### src/design/bds_pkg.sv
// Shared constants and types for the 2x2 box downsampler.
`timescale 1ns / 1ps
`default_nettype none
package bds_pkg;

  localparam int PIX_W     = 8;
  localparam int SUM_W     = 9;   // one horizontal pair sum of a channel
  localparam int NUM_LANES = 4;   // red, green, blue, alpha
  localparam int ROW_W     = 20;
  localparam int ROW_LIMIT = 1048576;

  localparam int WIDTH_REG_W  = 14;
  localparam int HEIGHT_REG_W = 21;
  localparam int CFG_DATA_W   = 21;
  localparam int CFG_INDEX_W  = 1;

  localparam logic [CFG_INDEX_W-1:0] CFG_SOURCE_WIDTH  = 1'd0;
  localparam logic [CFG_INDEX_W-1:0] CFG_SOURCE_HEIGHT = 1'd1;

  localparam int MAX_WIDTH_DEFAULT = 8192;
  localparam int CHANNELS_DEFAULT  = 4;

  // position of the current source pixel
  typedef struct packed {
    logic odd_col;
    logic odd_row;
    logic last_col;
    logic last_row;
  } pos_t;

  // what the output stage needs to finish one block
  typedef struct packed {
    logic       use_buf;
    logic [1:0] shift;
    logic       row_end;
    logic       frame_end;
  } blk_t;

endpackage
`default_nettype wire

### src/design/bds_pos.sv
// Size registers and column/row position counters of the source level.
`timescale 1ns / 1ps
`default_nettype none
module bds_pos #(
  parameter int MAX_WIDTH = bds_pkg::MAX_WIDTH_DEFAULT,
  parameter int COL_W = (MAX_WIDTH > 1) ? $clog2(MAX_WIDTH) : 1
) (
  input  wire logic                           clk,
  input  wire logic                           rst,
  input  wire logic                           cfg_write,
  input  wire logic [bds_pkg::CFG_INDEX_W-1:0] cfg_index,
  input  wire logic [bds_pkg::CFG_DATA_W-1:0]  cfg_data,
  input  wire logic                           step,
  output bds_pkg::pos_t                       pos,
  output logic      [COL_W-1:0]               col
);
  import bds_pkg::*;

  logic [COL_W-1:0]        width_last;
  logic [ROW_W-1:0]        height_last;
  logic [COL_W-1:0]        width_last_next;
  logic [ROW_W-1:0]        height_last_next;
  logic [ROW_W-1:0]        row;
  logic [WIDTH_REG_W-1:0]  w;
  logic [HEIGHT_REG_W-1:0] h;
  logic [HEIGHT_REG_W-1:0] h_m1;

  assign w    = cfg_data[WIDTH_REG_W-1:0];
  assign h    = cfg_data[HEIGHT_REG_W-1:0];
  assign h_m1 = h - 1'b1;

  // registers hold the clamped index of the last column / row
  always_comb begin
    if (w == '0) begin
      width_last_next = '0;
    end else if (32'(w) > 32'(MAX_WIDTH)) begin
      width_last_next = COL_W'(MAX_WIDTH - 1);
    end else begin
      width_last_next = COL_W'(w - 1'b1);
    end
    if (h == '0) begin
      height_last_next = '0;
    end else if (32'(h) > 32'(ROW_LIMIT)) begin
      height_last_next = ROW_W'(ROW_LIMIT - 1);
    end else begin
      height_last_next = h_m1[ROW_W-1:0];
    end
  end

  always_ff @(posedge clk) begin
    if (rst) begin
      width_last  <= '0;
      height_last <= '0;
    end else if (cfg_write) begin
      if (cfg_index == CFG_SOURCE_WIDTH) begin
        width_last <= width_last_next;
      end
      if (cfg_index == CFG_SOURCE_HEIGHT) begin
        height_last <= height_last_next;
      end
    end
  end

  assign pos.odd_col  = col[0];
  assign pos.odd_row  = row[0];
  assign pos.last_col = (col >= width_last);
  assign pos.last_row = (row >= height_last);

  always_ff @(posedge clk) begin
    if (rst) begin
      col <= '0;
      row <= '0;
    end else if (step) begin
      if (pos.last_col) begin
        col <= '0;
        row <= pos.last_row ? '0 : row + 1'b1;
      end else begin
        col <= col + 1'b1;
      end
    end
  end

  a_wrap_frame: assert property (@(posedge clk) disable iff (rst)
    step && pos.last_col && pos.last_row |=> col == '0 && row == '0)
    else $error("position did not wrap at end of level");

  a_col_step: assert property (@(posedge clk) disable iff (rst)
    step && !pos.last_col |=> col == $past(col) + 1'b1 && row == $past(row))
    else $error("column did not advance");

  a_row_step: assert property (@(posedge clk) disable iff (rst)
    step && pos.last_col && !pos.last_row |=> col == '0 && row == $past(row) + 1'b1)
    else $error("row did not advance");

endmodule
`default_nettype wire

### config.mk
export PLATFORM = sky130hd
export DESIGN_NAME = bds_pos
export DESIGN_NICKNAME = d
export VERILOG_FILES = /design/src/design/bds_pkg.sv /design/src/design/bds_pos.sv
export SDC_FILE = /design/constraint.sdc
export NUM_CORES = 1
export LEC_CHECK = 0
export BUFFER_PORTS_ARGS = -buffer_cell sky130_fd_sc_hd__clkbuf_2
export CAP_MARGIN = 20
export CORE_UTILIZATION = 45
export CTS_CLUSTER_DIAMETER = 80
export CTS_CLUSTER_SIZE = 10
export DETAILED_ROUTE_END_ITERATION = 12
export PLACE_DENSITY = 0.76
export SLEW_MARGIN = 20
export SYNTH_ARGS = -nofsm -noshare
export SYNTH_HDL_FRONTEND = slang
export SYNTH_SLANG_ARGS = --single-unit
### constraint.sdc
create_clock -name clk -period 2.15 [get_ports clk]
set_input_delay 0.1075 -clock clk [delete_from_list [all_inputs] [get_ports clk]]
set_output_delay 0.1075 -clock clk [all_outputs]
set_load 0.1 [all_outputs]
==> flow_summary.yaml, run 1 <==
status:
  run_status: "finished, violations left"
  failed_checks: "negative setup slack"
die:
  floorplan_die_width_um: 97.4
  std_cell_rows: 34
  design.die.area_um2: 9490
  io-pin-count: 43
  initial_core_utilization_pct: 46.8
  fp.dieH_um: 97.4
  floorplan.core_area_um2: 8760
logic_synthesis:
  synthFlopType: "dfxtp_1"
  yosys.cell_count.top_type: "nand2_1"
  yosys-top-cells-area: "dfxtp_1, ha_1, nand2_1, o21ai_0, a21oi_1"
  synth.distinct_cells: 61
  synth.avg_cell_area_um2: 8.02
  leading_post_synthesis_cells_by_instance_count: "nand2_1, dfxtp_1, inv_1, ha_1, o21ai_0"
  synth_async_sr_flop_share_pct: 0
  synth-edff-count: 0
  synth_top_cell_area_share_pct: 32.2
  synth.cell_area_um2: 4100
  postSynthCellCount: 511
  seq_total_area_yosys_pct: 32.2
  yosys_warnings: 0
  postSynthNetCount: 574
  synthDominantAreaCellType: "dfxtp_1"
  yosys_register_bits: 66
pwr:
  power.total_w: 0.00331
  share_comb_of_total_power_pct: 24.0
  switchingPower_w: 0.00108
  pwr-share-clk_pct: 36.8
  p_int_w: 0.00223
  p_seq_share_pct: 39.2
  p_sw_share_pct: 32.6
  vdd_drop_max_mv: 0.298
  cellLeakagePower_nw: 2.25
  power.density_nw_per_um2: 608
sta:
  final.min_clock_period_ps: 2310
  clock_skew_ps: 7.64
  final.setup.worst_slack_ps: -160
  hold_viol_final: 0
  max_clock_freq_mhz: 433
  hold-worst-slack_ps: 76.2
  worst_slew_pin_slew_ps: 840
  slew_violations: 0
  setup_violations: 19
  grt_setup_unrepaired: "yes"
  post-route-period-util_pct: 107
  relSlewSlack_pct: 43.9
critical_path:
  critPathMaxFanout: 8
  critPathKind: "flip-flop to flip-flop"
  worst_path_max_delay_cell: "dfxtp_1"
  critical_path_arrival_ps: 2560
  end_kind: "flip-flop"
  cp_common_cell: "nand4_1"
  reg2reg_depth: 10
  crit-reg2reg-capture: "row[4]$_SDFFE_PP0P_"
  critPathLaunchType: "flip-flop"
  worst_ep_required_time_ps: 2400
  crit-reg2reg-launch: "height_last[3]$_SDFFE_PP0P_"
  ff2ff_setup_slack_ps: -160
  crit_path_cell_trace: "inv_1 -> ha_1 -> o21ai_0 -> a21oi_1 -> nand4_1 -> buf_4 -> nand4_1 -> buf_6 -> o21ai_1 -> a22o_1"
  timing.critical_path.slowest_cell_delay_ps: 370
flow_run:
  cap_viol_max_count: 0
global_routing:
  overflow: 0
  number_of_antenna_violations_at_the_first_check_in_global_routing: 0
  grt_pass1_vias: 3888
  pin_count_of_the_biggest_net_entering_global_routing: 21
  groute.usage.overall_pct: 22.9
  first_pass_grt_wire_length_um: 17700
route:
  wirelength_um: 11700
  first_pass_iters: 5
  route.antenna.remaining_nets: 0
  post_drt_wl_per_cell_um: 16.5
  route.vias.total: 4142
  drc: 0
  detail_route.iter0.violations: 248
  post_drt_via_cell_ratio: 5.87
final_layout:
  final_nets: 656
  final_layout_size_suffix_gt1_share_pct: 33.3
  area_growth_syn_to_layout_pct: 32.8
  fillCellCount: 675
  sequential_cell_area_um2: 1400
  multi_input_comb_area_um2: 2900
  diodes: 0
placed_design:
  detailed_place_hpwl_um: 7450
  place_congestion: 0.905
  place.port_buffers: 42
hold_path:
  hold_end: "height_last[0]$_SDFFE_PP0P_"
  hold_path_startpoint: "cfg_data[0]"
  timing.hold.worst_path_depth: 3
  hold_path.class: "input pin to flip-flop"
clock_tree:
  cts_sinks: 66
  clock_input_transition_at_the_sequential_cells_of_the_worst_setup_and_hold_paths_ps: 80
  ctsHoldBuffers: 0
  cts_max_path_buffers: 2
  htree_num_levels: 3
  clock_tree.root_cell: "clkbuf_8"
  clock_tree_from_tritoncts: "done"
  clk-insertion-delay-late_ps: 350
  cts_made_buffers: 9
## flip-flops by register name, indices dropped and copies added (netlist names)
register	flops
col	13
width_last	13
height_last	20
row	20
## critical path: cells and delay by family, from the launching register on
family / cells / cell delay [ps]
fa+ha+maj: 1 / 280
buf+inv: 3 / 470
flops: 1 / 370
compound gates: 4 / 690
simple gates: 2 / 400
## power by group through the flow
| stage | Sequential [W] | Combinational (W) | Clock [W] |
|---|---|---|---|
| final | 0.00130 | 0.000793 | 0.00122 |
| after CTS | 0.00129 | 0.000678 | 0.00121 |
| after global routing | 0.00130 | 0.000850 | 0.00127 |
| after detailed placement | 0.00132 | 0.000626 | 0 |
| after global placement | 0.00131 | 0.000609 | 0 |
| after floorplan | 0.00135 | 0.000404 | 0 |
## through the flow
step	std cells	util, %	TNS [ps]	cell area [µm²]	setup WS, ps
after floorplan	511	-	-345	4220	-165
after global placement	681	54.3	-1890	4750	-161
after detailed placement	681	54.3	-3320	4750	-272
after CTS	700	58.5	-45.5	5130	-38.7
after global routing	706	62.1	-3860	5440	-293
final	706	62.1	-1860	5440	-160
## area by class of cell
| cell class | instances | area share, % |
|---|---|---|
| Clock buffer | 9 | 2.28 |
| Sequential cell | 66 | 25.6 |
| Inverter | 42 | 2.97 |
| Tap cell | 108 | 2.48 |
| Clock inverter | 7 | 1.86 |
| Timing Repair Buffer | 89 | 11.6 |
| Multi-Input combinational cell | 385 | 53.2 |
## worst max-delay path by stage
stage | slack, ps | end | startpoint
2_1_floorplan | -170 | row[18]$_SDFFE_PP0P_ | row[0]$_SDFFE_PP0P_
3_3_place_gp | -160 | row[12]$_SDFFE_PP0P_ | height_last[13]$_SDFFE_PP0P_
3_5_place_dp | -270 | row[9]$_SDFFE_PP0P_ | height_last[13]$_SDFFE_PP0P_
4_1_cts | -40 | pos[0] | row[0]$_SDFFE_PP0P_
5_1_grt | -290 | row[4]$_SDFFE_PP0P_ | height_last[3]$_SDFFE_PP0P_
6_report | -160 | row[4]$_SDFFE_PP0P_ | height_last[3]$_SDFFE_PP0P_
## metal layers
metal / global-route usage [%] / share of wire, %
met1: 28.5 / 42
met2: 39.2 / 49
met3: 3.53 / 5.8
met4: 9.73 / 3.1
met5: 0 / 0
## what timing repair did
item,CTS,global route
buffers inserted,3,4
cloned,0,2
endpoints found under the setup margin,20,24
resized for setup,25,64
pin swaps,11,27
## cells by family after synthesis
logic type      synth area share (%)
mux                            0.489
buf+inv                         6.47
fa+ha+maj                       11.3
simple gates                    25.4
compound gates                  18.4
xor+xnor                        5.74
flops                           32.2
## cells in the final DEF, fill, tap and decap left out, types with 5 or more instances in the layout
master,Yosys,layout
nand2_1,74,72
buf_4,2,42
clkbuf_2,0,40
inv_1,41,35
dfxtp_1,66,33
a21oi_1,31,26
o21ai_1,15,26
nor2_1,27,26
ha_1,37,24
o21ai_0,35,20
dfxtp_2,0,20
xor2_1,13,13
a22o_1,13,13
ha_4,0,13
dfxtp_4,0,13
nand4_1,12,12
xnor2_1,12,12
nand3_1,12,11
and3_1,12,11
nor2b_1,10,10
nor3_1,11,9
clkbuf_8,0,9
inv_2,0,5
a21oi_2,1,5
o21ai_2,1,5
a21o_1,5,5
Power figures use the tool's default switching activity.
==> run 2, diff against run 1 <==
--- a/config.mk
+++ b/config.mk
@@ -7,11 +7,11 @@
 export LEC_CHECK = 0
 export BUFFER_PORTS_ARGS = -buffer_cell sky130_fd_sc_hd__clkbuf_2
 export CAP_MARGIN = 20
-export CORE_UTILIZATION = 45
+export CORE_UTILIZATION = 40
 export CTS_CLUSTER_DIAMETER = 80
 export CTS_CLUSTER_SIZE = 10
 export DETAILED_ROUTE_END_ITERATION = 12
-export PLACE_DENSITY = 0.76
+export PLACE_DENSITY = 0.7
 export SLEW_MARGIN = 20
 export SYNTH_ARGS = -nofsm -noshare
 export SYNTH_HDL_FRONTEND = slang
==> flow_summary.yaml, run 2 (synthesis gave the netlist of run 1 again) <==
critical_path:
  critPathLaunchType: "flip-flop"
  critPathKind: "flip-flop to primary output"
  crit-reg2reg-launch: "height_last[1]$_SDFFE_PP0P_"
  ff2ff_setup_slack_ps: -20
  critPathMaxFanout: 5
  crit-reg2reg-capture: "row[17]$_SDFFE_PP0P_"
  worst_ep_required_time_ps: 2040
  critical_path_arrival_ps: 2090
  end_kind: "primary output"
  reg2reg_depth: 10
route:
  detail_route.iter0.violations: 200
  post_drt_wl_per_cell_um: 15.6
  route.antenna.remaining_nets: 0
  route.vias.total: 4047
  first_pass_iters: 5
  drc: 0
  post_drt_via_cell_ratio: 5.45
  wirelength_um: 11600
pwr:
  switchingPower_w: 0.00103
  pwr-share-clk_pct: 40.3
  vdd_drop_max_mv: 0.385
  power.density_nw_per_um2: 632
  p_seq_share_pct: 36.3
  p_sw_share_pct: 28.9
  p_int_w: 0.00254
  power.total_w: 0.00357
  cellLeakagePower_nw: 2.35
  share_comb_of_total_power_pct: 23.4
status:
  failed_checks: "negative setup slack"
  run_status: "finished, violations left"
die:
  initial_core_utilization_pct: 41.5
  floorplan.core_area_um2: 9860
  io-pin-count: 43
  fp.dieH_um: 103
  floorplan_die_width_um: 103
  std_cell_rows: 36
  design.die.area_um2: 10700
sta:
  relSlewSlack_pct: 43.4
  hold_viol_final: 0
  post-route-period-util_pct: 102
  final.min_clock_period_ps: 2200
  final.setup.worst_slack_ps: -51.0
  worst_slew_pin_slew_ps: 848
  setup_violations: 9
  max_clock_freq_mhz: 454
  grt_setup_unrepaired: "yes"
  clock_skew_ps: 6.51
  slew_violations: 0
hold_path:
  timing.hold.worst_path_depth: 3
  hold_path.class: "input pin to flip-flop"
  hold_end: "height_last[0]$_SDFFE_PP0P_"
  hold_path_startpoint: "cfg_data[0]"
placed_design:
  detailed_place_hpwl_um: 7750
  post-place-cells: 708
  place.port_buffers: 42
  place_congestion: 0.858
  placement.cell_area_um2: 4810
  pre_cts_slack_ps: -242
final_layout:
  final_nets: 668
  final_cell_area_um2: 5660
  diodes: 0
  final_core_util_pct: 57.3
  area_growth_syn_to_layout_pct: 38.0
  layout.cells.most_common: "nand2_1"
  final_layout_size_suffix_gt1_share_pct: 35.6
  number_of_standard_cells_in_the_layout_taps_in_and_fillers_out: 743
  biggestRegsByFlops: "height_last: 20 flops, row: 20 flops"
  most_used_cells_in_the_layout_excluding_fill_and_tap_cells: "nand2_1, buf_4, clkbuf_2"
clock_tree:
  cts_max_path_buffers: 2
  ctsHoldBuffers: 0
  clock_tree_from_tritoncts: "done"
  cts_made_buffers: 9
  clock_tree.root_cell: "clkbuf_8"
  htree_num_levels: 3
  cts_sinks: 66
  clk-insertion-delay-late_ps: 360
  clock_input_transition_at_the_sequential_cells_of_the_worst_setup_and_hold_paths_ps: 70
global_routing:
  number_of_antenna_violations_at_the_first_check_in_global_routing: 0
  overflow: 0
  first_pass_grt_wire_length_um: 16800
  groute.usage.overall_pct: 20.3
  grt_pass1_vias: 3623
  pin_count_of_the_biggest_net_entering_global_routing: 29
flow_run:
  cap_viol_max_count: 0
[run 2: cell count changes in the layout (fill, tap and decap cells not counted), moves of 2 or more]
cell / previous run / this run
a21oi_1: 26 / 28
buf_4: 42 / 52
buf_6: 3 / 5
clkbuf_8: 9 / 12
clkinvlp_4: 3 / 1
ha_1: 24 / 21
ha_4: 13 / 16
inv_1: 35 / 31
inv_2: 5 / 9
inv_6: 2 / 0
o21ai_0: 20 / 15
o21ai_2: 5 / 8
[run 2: worst max-delay path, stage by stage (launching register included)]
cell	delay, ps
dfxtp_2	400
ha_4	240
a21oi_2	190
nand2_1	90
a221oi_2	260
and3_4	260
clkinvlp_4	120
buf_12	180
[run 2: area by class of cell]
class / count / area, µm²
Multi-Input combinational cell: 384 / 2910
Fill cell: 831 / 4210
Clock buffer: 13 / 190
Sequential cell: 66 / 1390
Tap cell: 133 / 166
Clock inverter: 3 / 90.1
Timing Repair Buffer: 102 / 742
Inverter: 42 / 161
[run 2: per-layer routing]
layer	routed length [µm]	up-vias	GRT usage, %
met3	555	28	2.82
met5	0	-	0
met2	5540	120	31.9
met1	5100	1900	27.9
li1	-	1999	-
met4	366	0	8.67
[run 2: how the worst max path moves through the flow]
stage,to,startpoint,cells past startpoint,slack (ps)
floorplan,row[18]$_SDFFE_PP0P_,row[0]$_SDFFE_PP0P_,10,-170
global placement,row[6]$_SDFFE_PP0P_,height_last[13]$_SDFFE_PP0P_,8,-190
detailed placement,row[10]$_SDFFE_PP0P_,height_last[13]$_SDFFE_PP0P_,8,-240
CTS,pos[0],row[0]$_SDFFE_PP0P_,8,-50
global route,pos[0],row[18]$_SDFFE_PP0P_,7,-140
finish,pos[0],row[18]$_SDFFE_PP0P_,7,-50
[run 2: power groups by stage]
| stage | Combinational [W] | Sequential [W] | Clock, W |
|---|---|---|---|
| after floorplan | 0.000404 | 0.00135 | 0 |
| after global placement | 0.000615 | 0.00132 | 0 |
| after detailed placement | 0.000632 | 0.00132 | 0 |
| after CTS | 0.000676 | 0.00129 | 0.00146 |
| after global routing | 0.000897 | 0.00130 | 0.00150 |
| final | 0.000835 | 0.00130 | 0.00144 |
[run 2: what timing repair did]
action                     in CTS  in global routing
hold endpoints to repair        0                  0
setup endpoints to repair      16                 22
setup buffers                   4                 15
gates cloned                    0                  1
gates resized for setup        22                 80
pin swaps                       8                 36
[run 2: stage by stage]
stage	hold WS, ps	setup TNS (ps)
floorplan	275	-345
detailed placement	432	-3180
finish	88.6	-122
global route	121	-1410
CTS	78.8	-46.9
global placement	429	-2450
==> run 3, diff against run 2 <==
--- a/config.mk
+++ b/config.mk
@@ -5,13 +5,13 @@
 export SDC_FILE = /design/constraint.sdc
 export NUM_CORES = 1
 export LEC_CHECK = 0
-export BUFFER_PORTS_ARGS = -buffer_cell sky130_fd_sc_hd__clkbuf_2
 export CAP_MARGIN = 20
 export CORE_UTILIZATION = 40
 export CTS_CLUSTER_DIAMETER = 80
 export CTS_CLUSTER_SIZE = 10
 export DETAILED_ROUTE_END_ITERATION = 12
-export PLACE_DENSITY = 0.7
+export DONT_BUFFER_PORTS = 1
+export PLACE_DENSITY_LB_ADDON = 0.1
 export SLEW_MARGIN = 20
 export SYNTH_ARGS = -nofsm -noshare
 export SYNTH_HDL_FRONTEND = slang
==> flow_summary.yaml, run 3 (synthesis gave the netlist of run 1 again) <==
final_layout:
  layout.cells.most_common: "nand2_1"
  fillCellCount: 930
  final_core_util_pct: 52.5
  final_layout_size_suffix_gt1_share_pct: 27.0
  final_nets: 624
  biggestRegsByFlops: "height_last: 20 flops, row: 20 flops"
  sequential_cell_area_um2: 1400
  multi_input_comb_area_um2: 2770
  final_cell_area_um2: 5180
  diodes: 0
  area_growth_syn_to_layout_pct: 26.3
  most_used_cells_in_the_layout_excluding_fill_and_tap_cells: "nand2_1, buf_4, inv_1"
hold_path:
  hold_path.class: "input pin to flip-flop"
sta:
  clock_skew_ps: 15.8
  relSlewSlack_pct: 48.1
  grt_setup_unrepaired: "yes"
  max_clock_freq_mhz: 457
  slew_violations: 0
  setup_violations: 1
  final.setup.worst_slack_ps: -36.3
  hold_viol_final: 0
  post-route-period-util_pct: 102
  worst_slew_pin_slew_ps: 778
  final.min_clock_period_ps: 2190
pwr:
  cellLeakagePower_nw: 2.09
  pwr-share-clk_pct: 32.2
  p_sw_share_pct: 30.9
  switchingPower_w: 0.000895
  p_int_w: 0.00200
  p_seq_share_pct: 44.6
  share_comb_of_total_power_pct: 23.2
  power.density_nw_per_um2: 560
  vdd_drop_max_mv: 0.283
route:
  wirelength_um: 10400
  route.vias.total: 3691
  dr_wl_met3_um: 382
  dr.max_layer_used: "met4"
  drc: 0
  post_drt_via_cell_ratio: 5.28
  first_pass_iters: 4
  routed-wl-met2_um: 4590
  detail_route.iter0.violations: 82
  route.antenna.remaining_nets: 0
  wire_length_on_met1_um: 5200
  post_drt_wl_per_cell_um: 14.9
global_routing:
  number_of_antenna_violations_at_the_first_check_in_global_routing: 0
  grt_pass1_vias: 3405
  pin_count_of_the_biggest_net_entering_global_routing: 18
  overflow: 0
  first_pass_grt_wire_length_um: 16300
  groute.usage.overall_pct: 20.1
critical_path:
  crit-reg2reg-launch: "row[0]$_SDFFE_PP0P_"
  ff2ff_setup_slack_ps: 10
  critPathLaunch: "row[0]$_SDFFE_PP0P_"
  end_kind: "primary output"
  critical_path_arrival_ps: 2080
  critPathMaxFanout: 2
  crit-reg2reg-capture: "row[17]$_SDFFE_PP0P_"
  endpoint: "pos[0]"
  critPathLaunchType: "flip-flop"
  reg2reg_depth: 10
  critPathKind: "flip-flop to primary output"
  worst_ep_required_time_ps: 2040
die:
  std_cell_rows: 36
  initial_core_utilization_pct: 41.5
  floorplan_die_width_um: 103
  floorplan.core_area_um2: 9860
  io-pin-count: 43
  fp.dieH_um: 103
  design.die.area_um2: 10700
placed_design:
  place.port_buffers: 0
  place_congestion: 0.875
  pre_cts_slack_ps: -27.8
  placement.cell_area_um2: 4620
  detailed_place_hpwl_um: 7850
clock_tree:
  htree_num_levels: 3
  cts_max_path_buffers: 2
  clk-insertion-delay-late_ps: 350
  clock_tree.root_cell: "clkbuf_8"
  clock_tree_from_tritoncts: "done"
  cts_made_buffers: 9
  cts_sinks: 66
  clock_input_transition_at_the_sequential_cells_of_the_worst_setup_and_hold_paths_ps: 60
flow_run:
  cap_viol_max_count: 0
status:
  run_status: "finished, violations left"
  failed_checks: "negative setup slack"
run 3: metal layers:
metal	vias to the layer above	global-route usage, %
li1	1912	-
met1	1699	28.2
met2	65	31.2
met3	15	3.16
met4	0	7.37
met5	-	0
run 3: how the worst min path moves through the flow:
stage / to / cells past startpoint / from
after floorplan: height_last[0]$_SDFFE_PP0P_ / 2 / cfg_data[0]
after global placement: width_last[9]$_SDFFE_PP0P_ / 1 / rst
after detailed placement: width_last[9]$_SDFFE_PP0P_ / 1 / rst
after CTS: height_last[15]$_SDFFE_PP0P_ / 3 / cfg_data[15]
after global routing: height_last[18]$_SDFFE_PP0P_ / 3 / cfg_data[18]
final: height_last[15]$_SDFFE_PP0P_ / 3 / cfg_data[15]
run 3: final cells by class:
cell class,count,area share (%)
clock buffers,13,3.07
clock inverters,3,0.290
inverters,42,3.12
multi-input cells,384,53.6
flip-flops and latches,66,27.0
well taps,133,3.21
repair buffers,58,9.74
run 3: power groups by stage:
| stage | Sequential, W | Clock (W) | Combinational, W |
|---|---|---|---|
| 6_report | 0.00129 | 0.000933 | 0.000673 |
| 3_5_place_dp | 0.00132 | 0 | 0.000570 |
| 2_1_floorplan | 0.00135 | 0 | 0.000404 |
| 3_3_place_gp | 0.00131 | 0 | 0.000563 |
| 4_1_cts | 0.00129 | 0.000964 | 0.000633 |
| 5_1_grt | 0.00130 | 0.00101 | 0.000732 |
run 3: critical path, stage by stage, from the launching register on:
cell        delay [ps]
dfxtp_2            330
inv_2               50
ha_4               200
nand2b_4           130
a2111o_1           390
nand4_1            130
and3_4             220
clkinvlp_4         110
buf_12             170
run 3: per-stage QoR:
step | power, W | std cells | hold WS, ps | TNS, ps
2_1_floorplan | 0.00175 | 511 | 275 | -345
3_3_place_gp | 0.00188 | 671 | 177 | 0
3_5_place_dp | 0.00189 | 671 | 179 | -51.2
4_1_cts | 0.00289 | 696 | 8.38 | -52.3
5_1_grt | 0.00305 | 699 | 27.0 | -1140
6_report | 0.00290 | 699 | 19.4 | -36.3
run 3: timing repair:
action                                  4_1_cts  5_1_grt
resized for setup                            22       46
buffers inserted                              3        2
endpoints found under the setup margin        3       20
gates cloned                                  0        1
hold endpoints to repair                     23        0
hold buffers                                  6        0
pin swaps                                     7       21
