==> config.mk <==
export PLATFORM = sky130hd
export DESIGN_NAME = bds_out
export DESIGN_NICKNAME = d
export VERILOG_FILES = /design/src/design/bds_pkg.sv /design/src/design/bds_out.sv
export SDC_FILE = /design/constraint.sdc
export NUM_CORES = 1
export LEC_CHECK = 0
export BUFFER_PORTS_ARGS = -buffer_cell sky130_fd_sc_hd__clkbuf_2
export CAP_MARGIN = 10
export CORE_MARGIN = 5
export CORE_UTILIZATION = 55
export DETAILED_ROUTE_END_ITERATION = 10
export MAX_ROUTING_LAYER = met4
export PLACE_DENSITY = 0.76
export SLEW_MARGIN = 30
export SYNTH_ARGS = -nofsm -noshare
export SYNTH_HDL_FRONTEND = slang
export SYNTH_SLANG_ARGS = --single-unit
==> constraint.sdc <==
create_clock -name clk -period 4.45 [get_ports clk]
set_input_delay 1.1125 -clock clk [delete_from_list [all_inputs] [get_ports clk]]
set_output_delay 1.1125 -clock clk [all_outputs]
set_load 0.005 [all_outputs]
==> src/design/bds_pkg.sv <==
// Shared constants and types for the 2x2 box downsampler.
`timescale 1ns / 1ps
`default_nettype none
package bds_pkg;

  localparam int PIX_W     = 8;
  localparam int SUM_W     = 9;   // one horizontal pair sum of a channel
  localparam int NUM_LANES = 4;   // red, green, blue, alpha
  localparam int ROW_W     = 20;
  localparam int ROW_LIMIT = 1048576;

  localparam int WIDTH_REG_W  = 14;
  localparam int HEIGHT_REG_W = 21;
  localparam int CFG_DATA_W   = 21;
  localparam int CFG_INDEX_W  = 1;

  localparam logic [CFG_INDEX_W-1:0] CFG_SOURCE_WIDTH  = 1'd0;
  localparam logic [CFG_INDEX_W-1:0] CFG_SOURCE_HEIGHT = 1'd1;

  localparam int MAX_WIDTH_DEFAULT = 8192;
  localparam int CHANNELS_DEFAULT  = 4;

  // position of the current source pixel
  typedef struct packed {
    logic odd_col;
    logic odd_row;
    logic last_col;
    logic last_row;
  } pos_t;

  // what the output stage needs to finish one block
  typedef struct packed {
    logic       use_buf;
    logic [1:0] shift;
    logic       row_end;
    logic       frame_end;
  } blk_t;

endpackage
`default_nettype wire

==> src/design/bds_out.sv <==
// Block finish stage (adds buffered pair sums, rounds) and output register.
`timescale 1ns / 1ps
`default_nettype none
module bds_out #(
  parameter int CHANNELS = bds_pkg::CHANNELS_DEFAULT
) (
  input  wire logic                                  clk,
  input  wire logic                                  rst,
  input  wire logic                                  take,
  input  wire bds_pkg::blk_t                         take_info,
  input  wire logic [CHANNELS*bds_pkg::SUM_W-1:0]    take_sums,
  input  wire logic [CHANNELS*bds_pkg::SUM_W-1:0]    buf_sums,
  output logic                                       ready,
  output logic                                       out_valid,
  input  wire logic                                  out_ready,
  output logic [bds_pkg::NUM_LANES-1:0][bds_pkg::PIX_W-1:0] out_pix,
  output logic                                       row_end,
  output logic                                       frame_end
);
  import bds_pkg::*;

  localparam int LANE_W = CHANNELS * SUM_W;

  logic              s1_valid;
  blk_t              s1_info;
  logic [LANE_W-1:0] s1_sums;
  logic              advance;
  logic [NUM_LANES-1:0][PIX_W-1:0] pix_next;

  assign advance = !out_valid || out_ready;
  assign ready   = !s1_valid || advance;

  for (genvar c = 0; c < NUM_LANES; c++) begin : g_lane
    if (c < CHANNELS) begin : g_used
      logic [SUM_W+1:0] sum;
      logic [SUM_W+1:0] rnd;
      always_comb begin
        sum = {2'b00, s1_sums[c*SUM_W +: SUM_W]} +
              (s1_info.use_buf ? {2'b00, buf_sums[c*SUM_W +: SUM_W]} : '0);
        case (s1_info.shift)
          2'd0:    rnd = sum;
          2'd1:    rnd = (sum + 1'b1) >> 1;
          2'd2:    rnd = (sum + 2'd2) >> 2;
          default: rnd = sum;
        endcase
        pix_next[c] = (rnd > (SUM_W+2)'(255)) ? 8'hFF : rnd[PIX_W-1:0];
      end
    end else begin : g_unused
      assign pix_next[c] = '0;
    end
  end

  always_ff @(posedge clk) begin
    if (rst) begin
      s1_valid <= 1'b0;
    end else if (take) begin
      s1_valid <= 1'b1;
    end else if (advance) begin
      s1_valid <= 1'b0;
    end
  end

  always_ff @(posedge clk) begin
    if (take) begin
      s1_info <= take_info;
      s1_sums <= take_sums;
    end
  end

  always_ff @(posedge clk) begin
    if (rst) begin
      out_valid <= 1'b0;
    end else if (advance) begin
      out_valid <= s1_valid;
    end
  end

  always_ff @(posedge clk) begin
    if (advance && s1_valid) begin
      out_pix   <= pix_next;
      row_end   <= s1_info.row_end;
      frame_end <= s1_info.frame_end;
    end
  end

  a_s1_hold: assert property (@(posedge clk) disable iff (rst)
    s1_valid && !advance |=> s1_valid && $stable(s1_sums))
    else $error("finish stage lost a block while stalled");

  a_busy_full: assert property (@(posedge clk) disable iff (rst)
    !ready |-> s1_valid && out_valid)
    else $error("input stalled with room in the pipe");

  a_frame_row: assert property (@(posedge clk) disable iff (rst)
    out_valid && frame_end |-> row_end)
    else $error("level end without row end");

endmodule
`default_nettype wire

==> results of run 1 <==
cell type report:
cell class / count / area, sq um / share of cell area, %
multi-input combinational: 511 / 3750 / 50.2
sequential: 77 / 2290 / 30.7
timing repair buffer: 144 / 811 / 10.9
clock buffer: 10 / 229 / 3.07
tap: 143 / 179 / 2.40
inverter: 30 / 113 / 1.51
clock inverter: 6 / 87.6 / 1.17
cells in the mapped netlist, drive strengths merged (3+ instances only):
master and number:
a21oi 27, nor2 44, xor2 15, nand2b 3, dlygate4sd3 3, o221ai 3
o2111ai 4, o211ai 14, nand4 7, nand2 47, and2 37, edfxtp 75
a2111oi 3, nor3 11, ha 46, o21ai 28, or3 4, nand3 23
a31o 3, fa 4, xnor2 48, mux2i 5, o22a 4, a211o 3
nor3b 6, a211oi 12, or2 4, and3 10, o21a 4, nor2b 8
a221oi 13, a31oi 4, a21o 12, nor4 9, a22oi 16, clkbuf 15
inv 30
critical path, delay by kind of cell:
kind / cells / cell delay, ns
and+or+nand+nor: 4 / 0.83
xor gates and xnor gates: 2 / 0.56
AOI/OAI and AO/OA: 2 / 0.31
buffers and inverters: 2 / 0.26
adders and majority gates: 3 / 0.93
cell families after synthesis:
logic type,Yosys count
AO/OA/AOI/OAI,171
adder cells (fa/ha/maj),50
flip-flops,77
XOR/XNOR,63
multiplexers,6
buffers and inverters,51
AND/OR/NAND/NOR,221
state kept, by name (all words and copies together), names as in the netlist:
| register | flops |
|---|---|
| s1_sums | 36 |
| s1_valid | 1 |
| frame_end | 1 |
| row_end | 1 |
| out_valid | 1 |
| s1_info | 5 |
| out_pix | 32 |
report_power, final:
group          switching, mW  total [mW]  internal [mW]
Clock                  0.317       0.808          0.491
Combinational          0.636        1.12          0.487
Sequential            0.0280       0.926          0.898
path summary, 6_finish.rpt:
path,start,endpoint,cells past startpoint
setup / recovery,buf_sums[27],out_pix[31],13
hold / removal,s1_info[0],frame_end,0
setup reg to reg,s1_info[4],out_pix[10],14
hold reg to reg,s1_info[0],frame_end,0
per-layer routing:
metal	routed length, um	track usage (%)
met5	0	-
met4	386	9.25
met3	815	3.68
met2	7430	39.4
met1	6800	29.7
==> out/results.tsv, run 1 <==
stage	metric	value	unit
status	outcome	completed	
worst_setup_path	CP max-delay cell	fa_1	
yosys	Synth Register Bits	77	
placement	pre-CTS WS	0.192	ns
worst_setup_path	CP arrival	4.00	ns
yosys	Synth Area in XOR/XNOR	9.06	%
global_routing	GRT overflow	0	
placement	hpwl dp	11500	um
clock_tree	clk_lat worst skew	0.35	ns
worst_setup_path	CP Capture Type	flop	
sta	Rel. slew slack	49.0	%
routing	detailed-router iteration count before antenna repair	5	
clock_tree	hold_buf cts	0	
global_routing	number of global-route vias before repair	5247	
sta	clk_skew	0.00527	ns
yosys	Synth area leader	edfxtp_1	
sta	final setup violation count	0	
routing	initial DRC count	358	
clock_tree	Bufs on Longest Clock Path	2	
die	Starting Density	55.5	%
routing	antenna viol nets, final	0	
placement	placed cell count	904	
cells_and_area	area delta synth->final	19.2	%
cells_and_area	most common cell after layout, fill and taps aside	clkbuf_2	
routing	routed wire length per instance	16.8	um
placement	Port Buffers	116	
routing	Vias	5479	
worst_setup_path	Startpoint Class	primary input	
sta	Tmin final	3.91	ns
worst_setup_path	CP max FO	8	
sta	Tightest Pin Transition	0.762	ns
cells_and_area	most frequent cells in the layout	116 x clkbuf_2, 75 x edfxtp_1, 48 x xnor2_1, 47 x nand2_1, 46 x ha_1	
die	# IOs	117	
worst_setup_path	CP Cell Sequence	clkbuf_2 > and2_1 > ha_1 > fa_1 > xor2_1 > ha_1 > nor3b_1 > and4_4 > nand4_2 > xor2_1 > a211oi_2 > buf_4 > o211ai_1	
yosys	Syn Nets	770	
cells_and_area	layout cells sized above 1	24.2	%
worst_setup_path	WP data required	4.54	ns
clock_tree	CTS-repair resized insts	0	
sta	Slew Limit Fails	0	
global_routing	global-route wire length before repair	25000	um
pwr	Power Total	2.86	mW
yosys	Post-synth top flop	edfxtp_1	
yosys	top-area cell type share of the netlist area	36.0	%
cells_and_area	# fillers	931	
worst_setup_path	Setup CP Type	in2reg	
pwr	Pwr Density	383	nW/um^2
sta	final hold viol count	0	
clock_tree	clock slew at reported path FFs	0.06	ns
job	max-cap viol count	0	
clock_tree	TritonCTS clock tree	done	
routing	DRC viols	0	
yosys	asr flop ratio synth	0	%
global_routing	largest net degree at the start of global routing	43	
worst_setup_path	crit-path max cell delay	0.43	ns
cells_and_area	Layout Nets	904	
cells_and_area	Antenna Cells	0	
yosys	multiplexer area fraction after synthesis	0.980	%
yosys	mapped cell area	6260	sq um
clock_tree	# clock sinks	77	
placement	placed cell areas	7110	sq um
pwr	P_leak	3.10	nW
clock_tree	post-CTS setup buffer count	0	
yosys	syn avg cell area	9.79	sq um
placement	GP Congestion	0.921	
yosys	sequential area share after synthesis	36.6	%
yosys	Syn Inst Count	639	
routing	DR vias/cell	5.95	
die	core area	11300	sq um
cells_and_area	Finished Cell Area	7460	sq um
clock_tree	H-tree levels	3	
die	Die Area	13600	sq um
die	Die Y	117	um
worst_setup_path	Worst R2R Setup Slack	0.55	ns
die	cell row count	39	
routing	final WL	15400	um
yosys	Synth warnings	0	
pwr	Worst VDD drop	232	uV
global_routing	antenna violations before repair	0	
die	Horiz. Die Dim	117	um
sta	Setup Total Neg Slack	0	ns
yosys	largest family of logic cells by synthesized area	compound AO/OA/AOI/OAI gates	
clock_tree	Clock Tree Root	clkbuf_16	
yosys	adder-cell share of the synthesized area	10.5	%
cells_and_area	final core utilization	66.2	%
hold_path	min-delay worst type	reg2reg	
yosys	Yosys cell types	75	
sta	worst hold slack	0.420	ns
cells_and_area	fin cells	921	
sta	RSZ-0062 raised after global routing	false	
sta	Tcrit/Tclk final	87.9	%
global_routing	GRT Overall Usage	23.9	%
sta	Peak Freq	256	MHz
clock_tree	CTS Buf Count	9	
sta	final worst setup slack	0.539	ns
yosys	synth top area cells	edfxtp_1 36%, ha_1 9.2%, xnor2_1 6.7%, and2_1 3.7%, nand2_1 2.8%	
yosys	Post-Synth Simple-Gate Area	18.8	%
yosys	Post-synth EDFFs	75	
yosys	Compound-Gate Fraction of Synth Area	20.4	%
No activity file was read; power rests on OpenSTA's default activity.
==> inputs of run 2 (changes only) <==
--- a/config.mk
+++ b/config.mk
@@ -7,7 +7,7 @@
 export LEC_CHECK = 0
 export BUFFER_PORTS_ARGS = -buffer_cell sky130_fd_sc_hd__clkbuf_2
 export CAP_MARGIN = 10
-export CORE_MARGIN = 5
+export CORE_MARGIN = 2
 export CORE_UTILIZATION = 55
 export DETAILED_ROUTE_END_ITERATION = 10
 export MAX_ROUTING_LAYER = met4
==> run 2 against run 1 <==
  * Sequential share of layout area grew 0.34 points
  * Fmax fell by 2.8%
  * Setup slack got worse by 0.11 ns
  * Clock-buffer cell count up 4
  * Critical path type is now reg2reg
  * Design area shrank 1.1%
  * Clock power is 14% lower
  * Sequential power about the same
  * Register-to-register slack got worse by 0.12 ns
  * Routed wire length is 2.9% lower
  * Via count rose by 0.20%
  * Combinational power about the same
==> out/results.tsv, run 2 (synthesis gave the netlist of run 1 again) <==
stage	metric	value	unit	change
die	cell row count	38		was 39
cells_and_area	# fillers	900		was 931
global_routing	GRT Overall Usage	25.7	%	was 23.9%
cells_and_area	area delta synth->final	17.9	%	was 19.2%
routing	Vias	5490		was 5479
clock_tree	clock slew at reported path FFs	0.06	ns	about the same
clock_tree	hold_buf cts	0		unchanged
cells_and_area	most frequent cells in the layout	115 x clkbuf_2, 75 x edfxtp_1, 48 x xnor2_1, 47 x nand2_1, 46 x ha_1		was 116 x clkbuf_2, 75 x edfxtp_1, 48 x xnor2_1, 47 x nand2_1, 46 x ha_1
clock_tree	Clock Tree Root	clkbuf_16		unchanged
sta	Tightest Pin Transition	0.753	ns	was 0.762 ns
worst_setup_path	Worst Setup EP	out_pix[14]		was out_pix[31]
placement	placed cell areas	7070	sq um	was 7110 sq um
pwr	Power Total	2.73	mW	was 2.86 mW
sta	RSZ-0062 raised after global routing	false		unchanged
cells_and_area	most flop-heavy register	s1_sums		unchanged
clock_tree	# clock sinks	77		unchanged
status	outcome	completed		unchanged
routing	detailed-router iteration count before antenna repair	5		unchanged
pwr	Worst VDD drop	263	uV	was 232 uV
die	core area	11000	sq um	was 11300 sq um
pwr	P_leak	3.07	nW	was 3.10 nW
worst_setup_path	Setup CP Type	reg2reg		was in2reg
worst_setup_path	crit path launch	s1_info[4]		was buf_sums[27]
clock_tree	clk_lat worst skew	0.35	ns	about the same
worst_setup_path	Worst R2R End	out_pix[14]		was out_pix[10]
global_routing	antenna violations before repair	0		unchanged
worst_setup_path	Worst R2R Setup Slack	0.43	ns	was 0.55 ns
sta	Setup Total Neg Slack	0	ns	unchanged
cells_and_area	multi-input logic area	3750	sq um	unchanged
global_routing	GRT overflow	0		unchanged
hold_path	min-delay worst type	reg2reg		unchanged
global_routing	global-route wire length before repair	25200	um	was 25000 um
sta	Tmin final	4.02	ns	was 3.91 ns
die	Horiz. Die Dim	111	um	was 117 um
die	# IOs	117		unchanged
routing	antenna viol nets, final	0		unchanged
placement	GP Congestion	0.913		was 0.921
worst_setup_path	FF-to-FF path depth	14		unchanged
sta	Rel. slew slack	49.6	%	was 49.0%
cells_and_area	layout cells sized above 1	23.5	%	was 24.2%
placement	hpwl dp	10900	um	was 11500 um
cells_and_area	Largest register FFs	36		unchanged
global_routing	largest net degree at the start of global routing	43		unchanged
clock_tree	post-CTS setup buffer count	0		unchanged
sta	Slew Limit Fails	0		unchanged
die	Starting Density	57.0	%	was 55.5%
sta	clk_skew	0.00945	ns	was 0.00527 ns
routing	routed wire length per instance	16.4	um	was 16.8 um
clock_tree	H-tree levels	3		unchanged
worst_setup_path	CP arrival	4.09	ns	was 4.00 ns
sta	Peak Freq	249	MHz	was 256 MHz
job	max-cap viol count	0		unchanged
global_routing	number of global-route vias before repair	5460		was 5247
worst_setup_path	CP Capture Type	flop		unchanged
worst_setup_path	Startpoint Class	flop		was primary input
routing	DRC viols	0		unchanged
die	Die Y	111	um	was 117 um
clock_tree	Bufs on Longest Clock Path	2		unchanged
sta	final hold viol count	0		unchanged
placement	Port Buffers	116		unchanged
cells_and_area	Largest regs	s1_sums (36), out_pix (32), s1_info (5)		unchanged
clock_tree	TritonCTS clock tree	done		unchanged
cells_and_area	Finished Cell Area	7380	sq um	was 7460 sq um
pwr	Pwr Density	370	nW/um^2	was 383 nW/um^2
worst_setup_path	crit-path max cell delay	0.57	ns	was 0.43 ns
routing	initial DRC count	367		was 358
cells_and_area	Antenna Cells	0		unchanged
sta	final setup violation count	0		unchanged
clock_tree	CTS Buf Count	9		unchanged
cells_and_area	Layout Nets	899		was 904
cells_and_area	most common cell after layout, fill and taps aside	clkbuf_2		unchanged
worst_setup_path	CP max-delay cell	edfxtp_1		was fa_1
worst_setup_path	Worst R2R Start	s1_info[4]		unchanged
routing	final WL	15000	um	was 15400 um
worst_setup_path	CP Cell Sequence	buf_4 > and2_1 > ha_1 > inv_1 > fa_1 > inv_1 > ha_1 > nor3b_1 > nand3_2 > nor4_2 > xnor2_1 > a211oi_2 > buf_4 > o2111ai_1		was clkbuf_2 > and2_1 > ha_1 > fa_1 > xor2_1 > ha_1 > nor3b_1 > and4_4 > nand4_2 > xor2_1 > a211oi_2 > buf_4 > o211ai_1
worst_setup_path	CP max FO	18		was 8
worst_setup_path	WP data required	4.52	ns	was 4.54 ns
routing	DR vias/cell	6.01		was 5.95
sta	Tcrit/Tclk final	90.4	%	was 87.9%
clock_tree	CTS-repair resized insts	0		unchanged
die	Die Area	12200	sq um	was 13600 sq um
cells_and_area	Reg area	2290	sq um	unchanged
## run 2: cell count changes in the layout (fill, tap and decap cells not counted), moves of 2 or more
cell	previous run	this run
bufinv_16	2	0
clkinv_2	0	2
clkbuf_1	1	3
clkinvlp_4	2	0
buf_4	27	22
clkbuf_8	0	2
## run 2: layout make-up
| type | instances | share of cell area, % |
|---|---|---|
| clock buffer | 14 | 3.58 |
| clock inverter | 2 | 0.136 |
| multi-input combinational | 511 | 50.8 |
| sequential | 77 | 31.1 |
| inverter | 30 | 1.53 |
| timing repair buffer | 139 | 10.5 |
| tap | 140 | 2.37 |
## run 2: per-stage QoR
step                      hold WS, ns  utilization (%)  std cells  setup WS, ns
final                           0.424             67.2        913         0.427
after global routing            0.430             67.2        913         0.174
after CTS                       0.427             66.9        912         0.444
after detailed placement        0.413             64.4        896         0.108
after global placement          0.414             64.4        896         0.263
after floorplan                 0.400                -        639         0.300
## run 2: critical path: cells and delay by family (launching register included)
family,cells,cell delay (ns)
AO/OA/AOI/OAI,2,0.36
flip-flops,1,0.57
adder cells (fa/ha/maj),3,0.92
buffers and inverters,4,0.68
AND/OR/NAND/NOR,4,1.09
XOR/XNOR,1,0.13
## run 2: report_power, final
part / switching, mW / total (mW) / internal (mW)
clock network: 0.284 / 0.691 / 0.407
logic: 0.637 / 1.12 / 0.478
registers: 0.0267 / 0.925 / 0.898
total: 0.947 / 2.73 / 1.78
## run 2: worst min path at each step
| stage | from | end | slack, ns | depth (start not counted) |
|---|---|---|---|---|
| floorplan | s1_info[0] | frame_end | 0.40 | 0 |
| global placement | s1_info[1] | row_end | 0.41 | 0 |
| detailed placement | s1_info[0] | frame_end | 0.41 | 0 |
| CTS | s1_info[1] | row_end | 0.43 | 0 |
| global route | s1_info[1] | row_end | 0.43 | 0 |
| finish | s1_info[1] | row_end | 0.42 | 0 |
## run 2: routing by layer
metal	vias up	track usage [%]	share of wire, %
li1	2687	-	-
met5	-	-	0
met4	0	10.0	2.5
met2	217	41.5	48
met1	2554	32.0	44
met3	32	5.08	5.7
==> inputs of run 3 (changes only) <==
--- a/config.mk
+++ b/config.mk
@@ -5,10 +5,12 @@
 export SDC_FILE = /design/constraint.sdc
 export NUM_CORES = 1
 export LEC_CHECK = 0
+export ABC_AREA = 1
 export BUFFER_PORTS_ARGS = -buffer_cell sky130_fd_sc_hd__clkbuf_2
 export CAP_MARGIN = 10
 export CORE_MARGIN = 2
 export CORE_UTILIZATION = 55
+export CTS_CLUSTER_DIAMETER = 30
 export DETAILED_ROUTE_END_ITERATION = 10
 export MAX_ROUTING_LAYER = met4
 export PLACE_DENSITY = 0.76
==> run 3 against run 2 <==
  * Highest routed layer unchanged
  * Core utilization fell by 1.8 points
  * Clock-buffer cell count is 2 lower
  * Largest power group unchanged
  * Fmax up 11%
==> out/results.tsv, run 3 <==
stage	metric	value	unit	change
clock_tree	Clock Tree Root	clkbuf_16		unchanged
sta	final setup violation count	0		unchanged
die	Horiz. Die Dim	115	um	was 111 um
cells_and_area	Largest register FFs	36		unchanged
routing	routed wire length per instance	12.6	um	was 16.4 um
yosys	Synth area leader	edfxtp_1		unchanged
die	Die Area	13200	sq um	was 12200 sq um
routing	DR vias/cell	5.32		was 6.01
cells_and_area	Antenna Cells	0		unchanged
routing	final WL	15800	um	was 15000 um
hold_path	Hold Crit Endpoint	frame_end		was row_end
worst_setup_path	WP data required	4.54	ns	was 4.52 ns
job	max-cap viol count	0		unchanged
die	Starting Density	56.2	%	was 57.0%
sta	Tightest Pin Transition	0.598	ns	was 0.753 ns
yosys	asr flop ratio synth	0	%	unchanged
pwr	Pwr Density	348	nW/um^2	was 370 nW/um^2
worst_setup_path	Worst R2R Setup Slack	1.16	ns	was 0.43 ns
clock_tree	post-CTS setup buffer count	0		unchanged
clock_tree	H-tree levels	3		unchanged
sta	Rel. slew slack	60.1	%	was 49.6%
cells_and_area	Layout Nets	1234		was 899
cells_and_area	most frequent cells in the layout	327 x nand2_1, 146 x inv_1, 130 x nand3_1, 115 x clkbuf_2, 75 x edfxtp_1		was 115 x clkbuf_2, 75 x edfxtp_1, 48 x xnor2_1, 47 x nand2_1, 46 x ha_1
placement	hpwl dp	12100	um	was 10900 um
sta	Tcrit/Tclk final	81.2	%	was 90.4%
routing	DRC viols	0		unchanged
placement	GP Congestion	0.930		was 0.913
sta	clk_skew	0.00674	ns	was 0.00945 ns
sta	Slew Limit Fails	0		unchanged
routing	Vias	6681		was 5490
routing	antenna viol nets, final	0		unchanged
clock_tree	clock slew at reported path FFs	0.06	ns	about the same
yosys	Syn Inst Count	982		was 639
hold_path	WHS Path Cells	0		unchanged
cells_and_area	most flop-heavy register	s1_sums		unchanged
yosys	Synth warnings	0		unchanged
yosys	syn avg cell area	6.88	sq um	was 9.79 sq um
hold_path	min-delay worst type	reg2reg		unchanged
global_routing	antenna violations before repair	0		unchanged
worst_setup_path	FF-to-FF path depth	15		was 14
yosys	top-area cell type share of the netlist area	33.4	%	was 36.0%
clock_tree	clk_lat worst skew	0.35	ns	about the same
yosys	sequential area share after synthesis	34.0	%	was 36.6%
sta	RSZ-0062 raised after global routing	false		unchanged
global_routing	largest net degree at the start of global routing	43		unchanged
yosys	Synth Register Bits	77		unchanged
yosys	Post-synth top flop	edfxtp_1		unchanged
sta	worst hold slack	0.421	ns	was 0.424 ns
cells_and_area	area delta synth->final	16.3	%	was 17.9%
clock_tree	Bufs on Longest Clock Path	2		unchanged
placement	Port Buffers	116		unchanged
clock_tree	CTS-repair resized insts	0		unchanged
worst_setup_path	Worst R2R End	out_pix[12]		was out_pix[14]
die	# IOs	117		unchanged
yosys	Synth top cells by count	327 x nand2_1, 146 x inv_1, 130 x nand3_1		was 75 x edfxtp_1, 48 x xnor2_1, 47 x nand2_1
status	outcome	completed		unchanged
yosys	synth top area cells	edfxtp_1 33%, nand2_1 18%, nand3_1 9.6%, ha_1 8.5%, inv_1 8.1%		was edfxtp_1 36%, ha_1 9.2%, xnor2_1 6.7%, and2_1 3.7%, nand2_1 2.8%
cells_and_area	most common cell after layout, fill and taps aside	nand2_1		was clkbuf_2
worst_setup_path	Setup CP Type	in2reg		was reg2reg
worst_setup_path	CP arrival	3.70	ns	was 4.09 ns
worst_setup_path	Startpoint Class	primary input		was flop
cells_and_area	layout cells sized above 1	15.2	%	was 23.5%
global_routing	global-route wire length before repair	26400	um	was 25200 um
yosys	Yosys cell types	40		was 75
routing	detailed-router iteration count before antenna repair	5		unchanged
yosys	Syn Nets	1113		was 770
worst_setup_path	CP Capture Type	flop		unchanged
clock_tree	TritonCTS clock tree	done		unchanged
clock_tree	hold_buf cts	0		unchanged
sta	Setup Total Neg Slack	0	ns	unchanged
sta	final hold viol count	0		unchanged
pwr	Worst VDD drop	176	uV	was 263 uV
worst_setup_path	CP max FO	8		was 18
cells_and_area	Largest regs	s1_sums (36), out_pix (32), s1_info (5)		unchanged
die	cell row count	40		was 38
yosys	most common cell in the netlist	nand2_1		was edfxtp_1
sta	Tmin final	3.61	ns	was 4.02 ns
yosys	mapped cell area	6750	sq um	was 6260 sq um
clock_tree	# clock sinks	77		unchanged
sta	Peak Freq	277	MHz	was 249 MHz
cells_and_area	# fillers	1136		was 900
worst_setup_path	Worst R2R Start	s1_info[4]		unchanged
global_routing	number of global-route vias before repair	6035		was 5460
pwr	P_leak	4.12	nW	was 3.07 nW
hold_path	Hold Crit Start	s1_info[0]		was s1_info[1]
routing	initial DRC count	426		was 367
yosys	Post-synth EDFFs	75		unchanged
global_routing	GRT overflow	0		unchanged
die	Die Y	115	um	was 111 um
die	core area	12000	sq um	was 11000 sq um
global_routing	GRT Overall Usage	25.6	%	was 25.7%
clock_tree	CTS Buf Count	9		unchanged
## run 3: cell types whose count changed after synthesis, moves of 12 or more
cell / previous run / this run
nand3_1: 22 / 130
and2_1: 37 / 0
xnor2_1: 48 / 3
o21ai_0: 22 / 49
a22oi_1: 16 / 0
nand2_1: 47 / 327
nor2_1: 44 / 69
inv_1: 29 / 146
a221oi_1: 12 / 0
## run 3: critical path, stage by stage
cell	delay (ns)
clkbuf_2	0.08
nand2_1	0.04
inv_1	0.05
ha_1	0.17
inv_1	0.06
fa_1	0.39
xnor2_1	0.43
ha_1	0.32
nand3_2	0.13
nor2_4	0.19
nand2_2	0.09
inv_2	0.08
nand3_2	0.08
nand2_1	0.07
nand2_1	0.08
a21oi_4	0.23
nand2_1	0.09
## run 3: layer usage
metal | share of wire (%) | GRT usage [%] | up-vias
li1 | - | - | 3478
met1 | 44 | 32.3 | 2941
met2 | 47 | 41.9 | 235
met3 | 6.6 | 3.69 | 27
met4 | 2.2 | 9.88 | 0
met5 | 0 | - | -
## run 3: kinds of logic (layout without fill, tap and decap cells)
kind of cell | count (synthesis) | count (layout) | share of synthesized area (%)
adders and majority gates | 50 | 50 | 9.71
AOI/OAI and AO/OA | 112 | 112 | 9.54
DFF | 77 | 77 | 34.0
xor gates and xnor gates | 6 | 6 | 1.06
and+or+nand+nor | 571 | 571 | 36.3
buffers and inverters | 166 | 292 | 9.40
## run 3: how the worst max path moves through the flow
stage,from,slack (ns),depth (start not counted),to
floorplan,buf_sums[0],0.87,16,out_pix[0]
global route,buf_sums[0],0.60,17,out_pix[6]
detailed placement,buf_sums[0],0.49,17,out_pix[1]
finish,buf_sums[0],0.84,17,out_pix[6]
global placement,buf_sums[0],0.60,17,out_pix[4]
CTS,buf_sums[0],0.87,17,out_pix[1]
## run 3: per-stage QoR
stage	util [%]	setup WS, ns	total power, mW	area (sq um)	std cells
after CTS	65.1	0.867	2.74	7820	1254
after global placement	62.6	0.596	1.96	7520	1238
final	65.4	0.838	2.73	7850	1255
after global routing	65.4	0.605	2.92	7850	1255
after floorplan	-	0.871	1.70	6750	982
after detailed placement	62.6	0.486	1.97	7520	1238
## run 3: cell type report
class	instances	area [sq um]	area share, %
well taps	147	184	2.34
repair buffers	125	671	8.54
flip-flops and latches	77	2290	29.2
clock buffers	12	256	3.27
clock inverters	4	47.5	0.605
multi-input cells	739	3830	48.8
inverters	151	567	7.22
## run 3: power by group
part,switching (mW),internal (mW)
clock network,0.294,0.463
logic,0.694,0.366
registers,0.0219,0.893
